[src/sv/rpgc_pkg.sv]
`timescale 1ns / 1ps
`default_nettype none
// ----------------------------------------------------------------------------
// Radius point grouping package
// Sizes, codes and entry layout shared by the grouping core, its divider and
// its channel interfaces.
// ----------------------------------------------------------------------------
package rpgc_pkg;

    // Table and field sizes.
    localparam int MAX_CLUSTERS = 64;
    localparam int COORD_BITS   = 12;
    localparam int COUNT_BITS   = 16;
    localparam int IDX_BITS     = $clog2(MAX_CLUSTERS);
    localparam int TOT_BITS     = $clog2(MAX_CLUSTERS + 1);
    localparam int SUM_BITS     = COORD_BITS + COUNT_BITS;
    localparam int CENT_BITS    = COORD_BITS + 8;
    localparam int DIVD_BITS    = SUM_BITS + 8;
    localparam int DCNT_BITS    = $clog2(DIVD_BITS + 1);
    localparam int DIST_BITS    = 2 * COORD_BITS + 1;
    localparam int RADIUS_BITS  = 25;
    localparam int REQ_BITS     = 4;
    localparam int CMP_BITS     = (DIST_BITS > RADIUS_BITS) ? DIST_BITS : RADIUS_BITS;
    localparam int ACT_BITS     = 2;
    localparam int STAT_BITS    = 3;
    localparam int ADDR_BITS    = 3;

    // Register reset values and the minimum-of-four request code and count.
    localparam logic [RADIUS_BITS-1:0] RADIUS_RESET = RADIUS_BITS'(16);
    localparam logic [REQ_BITS-1:0]    REQ_RESET    = REQ_BITS'(4);
    localparam logic [REQ_BITS-1:0]    REQ_MIN_FOUR = REQ_BITS'(4);
    localparam logic [COUNT_BITS-1:0]  MIN_FOUR     = COUNT_BITS'(4);

    // Register addresses.
    localparam logic [ADDR_BITS-1:0] ADDR_RADIUS = 3'd0;
    localparam logic [ADDR_BITS-1:0] ADDR_REQ    = 3'd4;

    // Actions. The unused code is ignored by the block.
    localparam logic [ACT_BITS-1:0] ACT_ADD    = 2'd0;
    localparam logic [ACT_BITS-1:0] ACT_REPORT = 2'd1;
    localparam logic [ACT_BITS-1:0] ACT_CLEAR  = 2'd2;
    localparam logic [ACT_BITS-1:0] ACT_UNUSED = 2'd3;

    // Result status codes.
    localparam logic [STAT_BITS-1:0] ST_JOINED  = 3'd0;
    localparam logic [STAT_BITS-1:0] ST_NEW     = 3'd1;
    localparam logic [STAT_BITS-1:0] ST_FULL    = 3'd2;
    localparam logic [STAT_BITS-1:0] ST_SAT     = 3'd3;
    localparam logic [STAT_BITS-1:0] ST_CLEARED = 3'd4;
    localparam logic [STAT_BITS-1:0] ST_REPORT  = 3'd5;

    localparam logic [COUNT_BITS-1:0] COUNT_MAX = {COUNT_BITS{1'b1}};

    // One cluster table entry.
    typedef struct packed {
        logic [COORD_BITS-1:0] key_x;
        logic [COORD_BITS-1:0] key_y;
        logic [SUM_BITS-1:0]   sum_x;
        logic [SUM_BITS-1:0]   sum_y;
        logic [COUNT_BITS-1:0] count;
    } t_entry;

endpackage
`default_nettype wire

[src/sv/rpgc_div.sv]
`timescale 1ns / 1ps
`default_nettype none
// ----------------------------------------------------------------------------
// Radius point grouping centroid divider
// Restoring divider giving one quotient bit per cycle.
// ----------------------------------------------------------------------------
module rpgc_div (
    input  wire logic                           i_clk,
    input  wire logic                           i_rst_n,
    input  wire logic                           i_start,
    input  wire logic [rpgc_pkg::DIVD_BITS-1:0]  i_dividend,
    input  wire logic [rpgc_pkg::COUNT_BITS-1:0] i_divisor,
    output logic                                o_done,
    output logic [rpgc_pkg::CENT_BITS-1:0]       o_quotient
);
    import rpgc_pkg::*;

    logic                  r_busy;
    logic [DCNT_BITS-1:0]  r_cnt;
    logic [DIVD_BITS-1:0]  r_q;
    logic [COUNT_BITS-1:0] r_rem;
    logic [COUNT_BITS-1:0] r_div;
    logic [COUNT_BITS:0]   rem_sh;
    logic                  take;

    // Shift the next dividend bit into the remainder and try a subtraction.
    assign rem_sh = {r_rem, r_q[DIVD_BITS-1]};
    assign take   = (rem_sh >= {1'b0, r_div});

    always_ff @(posedge i_clk) begin
        if (!i_rst_n) begin
            r_busy <= 1'b0;
            r_cnt  <= '0;
        end else if (i_start) begin
            r_busy <= 1'b1;
            r_cnt  <= DCNT_BITS'(DIVD_BITS);
        end else if (r_busy) begin
            r_cnt <= r_cnt - DCNT_BITS'(1);
            if (r_cnt == DCNT_BITS'(1)) begin
                r_busy <= 1'b0;
            end
        end
    end

    always_ff @(posedge i_clk) begin
        if (i_start) begin
            r_q   <= i_dividend;
            r_rem <= '0;
            r_div <= i_divisor;
        end else if (r_busy) begin
            r_q   <= {r_q[DIVD_BITS-2:0], take};
            r_rem <= take ? COUNT_BITS'(rem_sh - {1'b0, r_div})
                          : rem_sh[COUNT_BITS-1:0];
        end
    end

    assign o_done     = !r_busy;
    assign o_quotient = r_q[CENT_BITS-1:0];
endmodule
`default_nettype wire

[config.mk]
export PLATFORM = sky130hd
export DESIGN_NAME = rpgc_div
export DESIGN_NICKNAME = d
export VERILOG_FILES = /design/src/sv/rpgc_pkg.sv /design/src/sv/rpgc_div.sv
export SDC_FILE = /design/constraint.sdc
export NUM_CORES = 1
export LEC_CHECK = 0
export BUFFER_PORTS_ARGS = -buffer_cell sky130_fd_sc_hd__buf_4
export CAP_MARGIN = 20
export CELL_PAD_IN_SITES_DETAIL_PLACEMENT = 1
export CELL_PAD_IN_SITES_GLOBAL_PLACEMENT = 1
export CORE_MARGIN = 4
export CORE_UTILIZATION = 40
export DETAILED_ROUTE_END_ITERATION = 12
export PLACE_DENSITY_LB_ADDON = 0.25
export SLEW_MARGIN = 20
export SYNTH_ARGS = -nofsm -noshare
export SYNTH_HDL_FRONTEND = slang
export SYNTH_SLANG_ARGS = --single-unit
[constraint.sdc]
create_clock -name i_clk -period 2.1 [get_ports i_clk]
set_input_delay 0.315 -clock i_clk [delete_from_list [all_inputs] [get_ports i_clk]]
set_output_delay 0.315 -clock i_clk [all_outputs]
set_load 0.02 [all_outputs]
==> results.cfg, run 1 <==
[cells_and_area]
drive_above_1_share = 0.503
fin_nets = 580
synthToLayoutAreaGrowth_pct = 39.1
antennaDiodeCount = 0
final_area_um2 = 5900
stdcell_count = 647
fillers = 1100

[worst_setup_path]
crit_slowest_cell = edfxtp_1
crit_fanout = 5
worstSetupStartpointType = flip-flop
end_kind = flip-flop
required_ps = 2350
path_class = flip-flop to flip-flop
arrival_ps = 2460
crit_top_cell = buf_4
critPathMaxStageDelay_ps = 380
worstPathCellList = inv_2 -> ha_4 -> nand3_4 -> nor3_4 -> buf_4 -> buf_4 -> a21o_4 -> inv_4 -> buf_6 -> a2111o_1 -> o311ai_1

[logic_synthesis]
yosysSeqAreaShare = 0.476
synth.avg_cell_area_um2 = 10.9
yosysMostFrequentCell = edfxtp_1
synth_ff_type = edfxtp_1
synth_top_cell_by_area = edfxtp_1
synth_top_area_share = 0.368
synthesis.nets = 465
synth_edf_count = 52
synthTopCellsByArea = edfxtp_1 37%, dfxtp_1 11%, mux2_2 9.6%, ha_1 5.3%, buf_4 3.7%
synthCells = 391
netlist_area_um2 = 4240
yosys_warnings = 0
synth.distinct_cells = 58
ys_seq_elements = 75
netlist_top_cells_count = 52 x edfxtp_1, 36 x mux2_2, 29 x nor2_1
ys_async_sr_fraction = 0

[sta]
skew_ps = 11.6
fin_crit_ps = 2210
final_max_slew_viol_count = 0
finalWorstSetupSlack_ps = -106
timing.fmax_ghz = 0.453
finalCritPeriodShare = 1.05
setup_viol = 12
final_hold_viol_count = 0
rsz0062_at_grt = yes
max_slew.worst_pin.slew_ps = 462
max_slew_margin = 0.689

[global_routing]
grt_start_max_net_pins = 45
grt_pass1_wl_um = 18800
grt_overflow_total = 0
antenna_found_initial = 0
grt_usage = 0.188
grt_pass1_vias = 3809

[route]
wire_per_inst_um = 19.0
vias = 3563
drtAntennaViolNets = 0
drtPass1Iterations = 4
vias_per_cell = 5.51
wl_um = 12300
post-route-drc-count = 0
first_iter_violations = 157

[clock_tree]
clk_latency_ps = 360
ctsHtreeMaxLevel = 3
clk_pin_slew_ps = 90
clockBufferDepth = 2
cts_buffers = 9
cts-hold-fix-buffers = 0
cts_sinks = 75
cts_tree = built
cts-root-buf = clkbuf_8

[place]
dp_hpwl_um = 8210
place_inst = 618
numPortBuffers = 75
preCtsSetupSlack_ps = -184
routabilityCongestion = 0.895
place_area_um2 = 5170

[die]
core_um2 = 10300
die_area_um2 = 12300
fp.dieH_um = 111
rows = 37
io_pins = 76
start_util = 0.411
die_w_um = 111

[min_path]
hold_class = primary input to flip-flop

[pwr]
p_leak_nw = 2.40
power.total_w = 0.00436
ir_worst_vdd_mv = 0.405
power_density_nw_per_um2 = 738

[run]
max_cap_viol_count = 0

[status]
run_status = finished, violations left
violations = setup timing
[power by group]
part           leakage, nW  switching (W)  internal (W)
registers            0.709      0.0000780       0.00174
logic                 1.59       0.000733      0.000690
clock network       0.0992       0.000569      0.000545
total                 2.40        0.00138       0.00298
[worst paths after layout]
check | startpoint | to | slack, ps | cells after the start
worst max-delay path | r_div[6] | r_rem[1] | -110 | 11
worst min-delay path | i_divisor[13] | r_div[13] | 130 | 1
worst max register to register | r_div[6] | r_rem[1] | -110 | 11
worst min register to register | r_cnt[1] | r_cnt[1] | 520 | 2
[cell type report]
cell class | count | area, µm² | share of cell area
clock inverter | 7 | 66.3 | 0.0112
clock buffer | 9 | 124 | 0.0210
tap | 136 | 170 | 0.0288
inverter | 26 | 100 | 0.0170
timing repair buffer | 143 | 1140 | 0.193
multi-input combinational | 251 | 2280 | 0.387
sequential | 75 | 2020 | 0.342
[worst max-delay path, delay by kind of cell (launching register included)]
kind | cells | cell delay, ps
fa+ha+maj | 1 | 290
buf+inv | 5 | 500
compound gates | 3 | 610
simple gates | 2 | 320
flops | 1 | 380
[per-layer routing]
layer	routed length, µm	global-route usage	share of wire	vias to the layer above
met5	0	0	0	-
met4	363	0.0878	0.030	0
met3	615	0.0469	0.050	28
met2	6350	0.327	0.52	93
met1	4940	0.217	0.40	1782
li1	-	-	-	1660
[stage by stage]
| step | hold slack [ps] | utilization | TNS, ps |
|---|---|---|---|
| after global placement | 481 | 0.501 | -626 |
| final | 125 | 0.572 | -618 |
| after floorplan | 414 | - | 0 |
| after global routing | 102 | 0.572 | -2280 |
| after detailed placement | 494 | 0.501 | -1540 |
| after CTS | 108 | 0.540 | -126 |
[registers in the layout (all words and copies together) (netlist names)]
name,cells
r_rem,16
r_cnt,6
r_busy,1
r_div,16
r_q,36
[layout by cell type, fill, tap and decap left out, drive strengths merged, types with 5 or more instances in the layout]
cell	instances
buf	143
edfxtp	52
mux2	36
nor2	29
inv	26
dfxtp	23
nand2	20
nand3	20
o21ai	20
ha	18
a21oi	13
xnor2	11
a311oi	10
clkbuf	9
a21o	6
o211ai	6
nor3	6
a211oi	5
a31o	5
clkinv	5
o41ai	5
[cell families (layout without fill, tap and decap cells)]
kind of cell / count (synthesis) / after routing / share of synthesized area
AOI/OAI and AO/OA: 88 / 88 / 0.155
xor gates and xnor gates: 13 / 13 / 0.0268
adders and majority gates: 19 / 19 / 0.0578
buffers and inverters: 65 / 185 / 0.0784
DFF: 75 / 75 / 0.476
muxes: 37 / 37 / 0.0979
and+or+nand+nor: 94 / 94 / 0.108
[what timing repair did]
action	in CTS	in global routing
setup buffers	9	5
setup endpoints to repair	17	17
cloned	0	0
gates resized for setup	29	58
pin swaps	18	22
(Power assumes the default switching activity.)
==> inputs of run 2 (changes only) <==
--- a/config.mk
+++ b/config.mk
@@ -5,13 +5,13 @@
 export SDC_FILE = /design/constraint.sdc
 export NUM_CORES = 1
 export LEC_CHECK = 0
-export BUFFER_PORTS_ARGS = -buffer_cell sky130_fd_sc_hd__buf_4
 export CAP_MARGIN = 20
 export CELL_PAD_IN_SITES_DETAIL_PLACEMENT = 1
 export CELL_PAD_IN_SITES_GLOBAL_PLACEMENT = 1
 export CORE_MARGIN = 4
-export CORE_UTILIZATION = 40
+export CORE_UTILIZATION = 45
 export DETAILED_ROUTE_END_ITERATION = 12
+export DONT_BUFFER_PORTS = 1
 export PLACE_DENSITY_LB_ADDON = 0.25
 export SLEW_MARGIN = 20
 export SYNTH_ARGS = -nofsm -noshare
==> constraint.sdc (replaced) <==
create_clock -name i_clk -period 1.9 [get_ports i_clk]
set_input_delay 0.285 -clock i_clk [delete_from_list [all_inputs] [get_ports i_clk]]
set_output_delay 0.285 -clock i_clk [all_outputs]
set_load 0.02 [all_outputs]
==> run 2 against run 1 <==
The run still ends with setup timing left. Core utilization rose by 3.4 points. Sequential power rose by 14%. Maximum frequency fell by 2.6%. Register-to-register slack got worse by 260 ps. Design area fell by 5.6%. Via count fell by 5.7%.
==> results.cfg, run 2 (synthesized netlist as in run 1, its figures left out) <==
[worst_setup_path]
worstReg2RegStart = r_q[35]
required_ps = 2140
arrival_ps = 2510
timing.rr.end = r_rem[8]
path_class = flip-flop to flip-flop
r2r_cells = 9
rrSetupSlack_ps = -360
worstSetupStartpointType = flip-flop
crit_fanout = 3
end_kind = flip-flop

[sta]
finalWorstSetupSlack_ps = -364
fin_crit_ps = 2260
rsz0062_at_grt = yes
final_max_slew_viol_count = 0
max_slew.worst_pin.slew_ps = 640
skew_ps = 13.0
finalCritPeriodShare = 1.19
max_slew_margin = 0.572
final_hold_viol_count = 0
setup_tns_ps = -3820
setup_viol = 17
timing.fmax_ghz = 0.442

[route]
drtPass1Iterations = 4
wl_um = 12200
drtAntennaViolNets = 0
post-route-drc-count = 0
vias = 3361
first_iter_violations = 142
vias_per_cell = 5.90
wire_per_inst_um = 21.5

[cells_and_area]
regMostFlops = r_q
fin_nets = 528
layout_commonest_cell = buf_4
layout_common_cells = 72 x buf_4, 52 x edfxtp_1, 35 x mux2_2, 29 x nor2_1, 23 x dfxtp_1
final_area_um2 = 5580
synthToLayoutAreaGrowth_pct = 31.4
drive_above_1_share = 0.451
reg_top3 = r_q x36, r_div x16, r_rem x16
stdcell_count = 570
largest_register_ffs = 36
antennaDiodeCount = 0

[die]
start_util = 0.461
core_um2 = 9200
die_area_um2 = 11000
die_w_um = 105
io_pins = 76
rows = 35
fp.dieH_um = 105

[min_path]
hold_start = i_divisor[9]
hold_class = primary input to flip-flop
holdPathStages = 0
holdPathEnd = r_div[9]

[run]
max_cap_viol_count = 0

[place]
routabilityCongestion = 0.885
place_area_um2 = 4810
numPortBuffers = 0
dp_hpwl_um = 7650
place_inst = 532
preCtsSetupSlack_ps = -355

[global_routing]
grt_pass1_wl_um = 18500
antenna_found_initial = 0
grt_usage = 0.209
grt_pass1_vias = 3597
grt_start_max_net_pins = 72
grt_overflow_total = 0

[status]
run_status = finished, violations left
violations = setup timing

[clock_tree]
cts_buffers = 9
ctsHtreeMaxLevel = 3
cts-root-buf = clkbuf_8
clockBufferDepth = 2
cts_tree = built
clk_latency_ps = 360
clk_pin_slew_ps = 90
cts_sinks = 75

[pwr]
power_density_nw_per_um2 = 871
ir_worst_vdd_mv = 0.639
p_leak_nw = 2.16
run 2: cell types whose count changed in the layout (fill, tap and decap cells not counted), moves of 4 or more:
| cell | delta |
|---|---|
| dlygate4sd3_1 | +7 |
| clkinv_2 | -4 |
| o21ai_2 | +4 |
| o21ai_1 | -5 |
| buf_4 | -58 |
run 2: cell type report:
type	instances	area (µm²)
inverter	26	103
clock inverter	7	95.1
sequential	75	2020
multi-input combinational	252	2340
timing repair buffer	90	752
clock buffer	9	124
tap	111	139
fill	926	3620
run 2: worst max-delay path, cell delays in order (launching register included):
cell,delay [ps]
edfxtp_1,380
inv_1,70
ha_2,200
fa_2,380
nand2b_4,180
a21oi_4,220
o21ai_2,90
xnor2_1,200
nor2_1,110
a2111oi_4,330
run 2: how the worst max path moves through the flow:
stage	startpoint	to	slack [ps]
after floorplan	r_div[6]	r_q[0]	-100
after global placement	r_div[6]	r_q[0]	-300
after detailed placement	r_div[8]	r_rem[8]	-360
after CTS	r_div[4]	r_rem[15]	-280
after global routing	r_q[35]	r_rem[8]	-470
final	r_q[35]	r_rem[8]	-360
run 2: repair_timing:
item | 4_1_cts | 5_1_grt
setup buffers | 12 | 2
gates cloned | 1 | 0
endpoints found under the setup margin | 17 | 17
gates resized for setup | 54 | 18
hold endpoints to repair | 11 | 15
pin swaps | 24 | 12
run 2: where the power goes:
group / switching (W) / internal [W]
logic: 0.000735 / 0.000701
registers: 0.000153 / 0.00193
clock network: 0.000694 / 0.000645
run 2: metal layers:
metal,part of all wire,GRT usage,routed length [µm],up-vias
met4,0.027,0.0787,329,0
met2,0.51,0.354,6240,104
met1,0.40,0.252,4950,1678
met3,0.059,0.0581,718,30
li1,-,-,-,1549
met5,0,0,0,-
run 2: metrics by stage:
stage	util	hold slack, ps	total power, W
after floorplan	-	384	0.00289
after global placement	0.523	367	0.00320
after detailed placement	0.523	368	0.00324
after CTS	0.585	-16.5	0.00477
after global routing	0.606	1.07	0.00508
final	0.606	16.6	0.00486
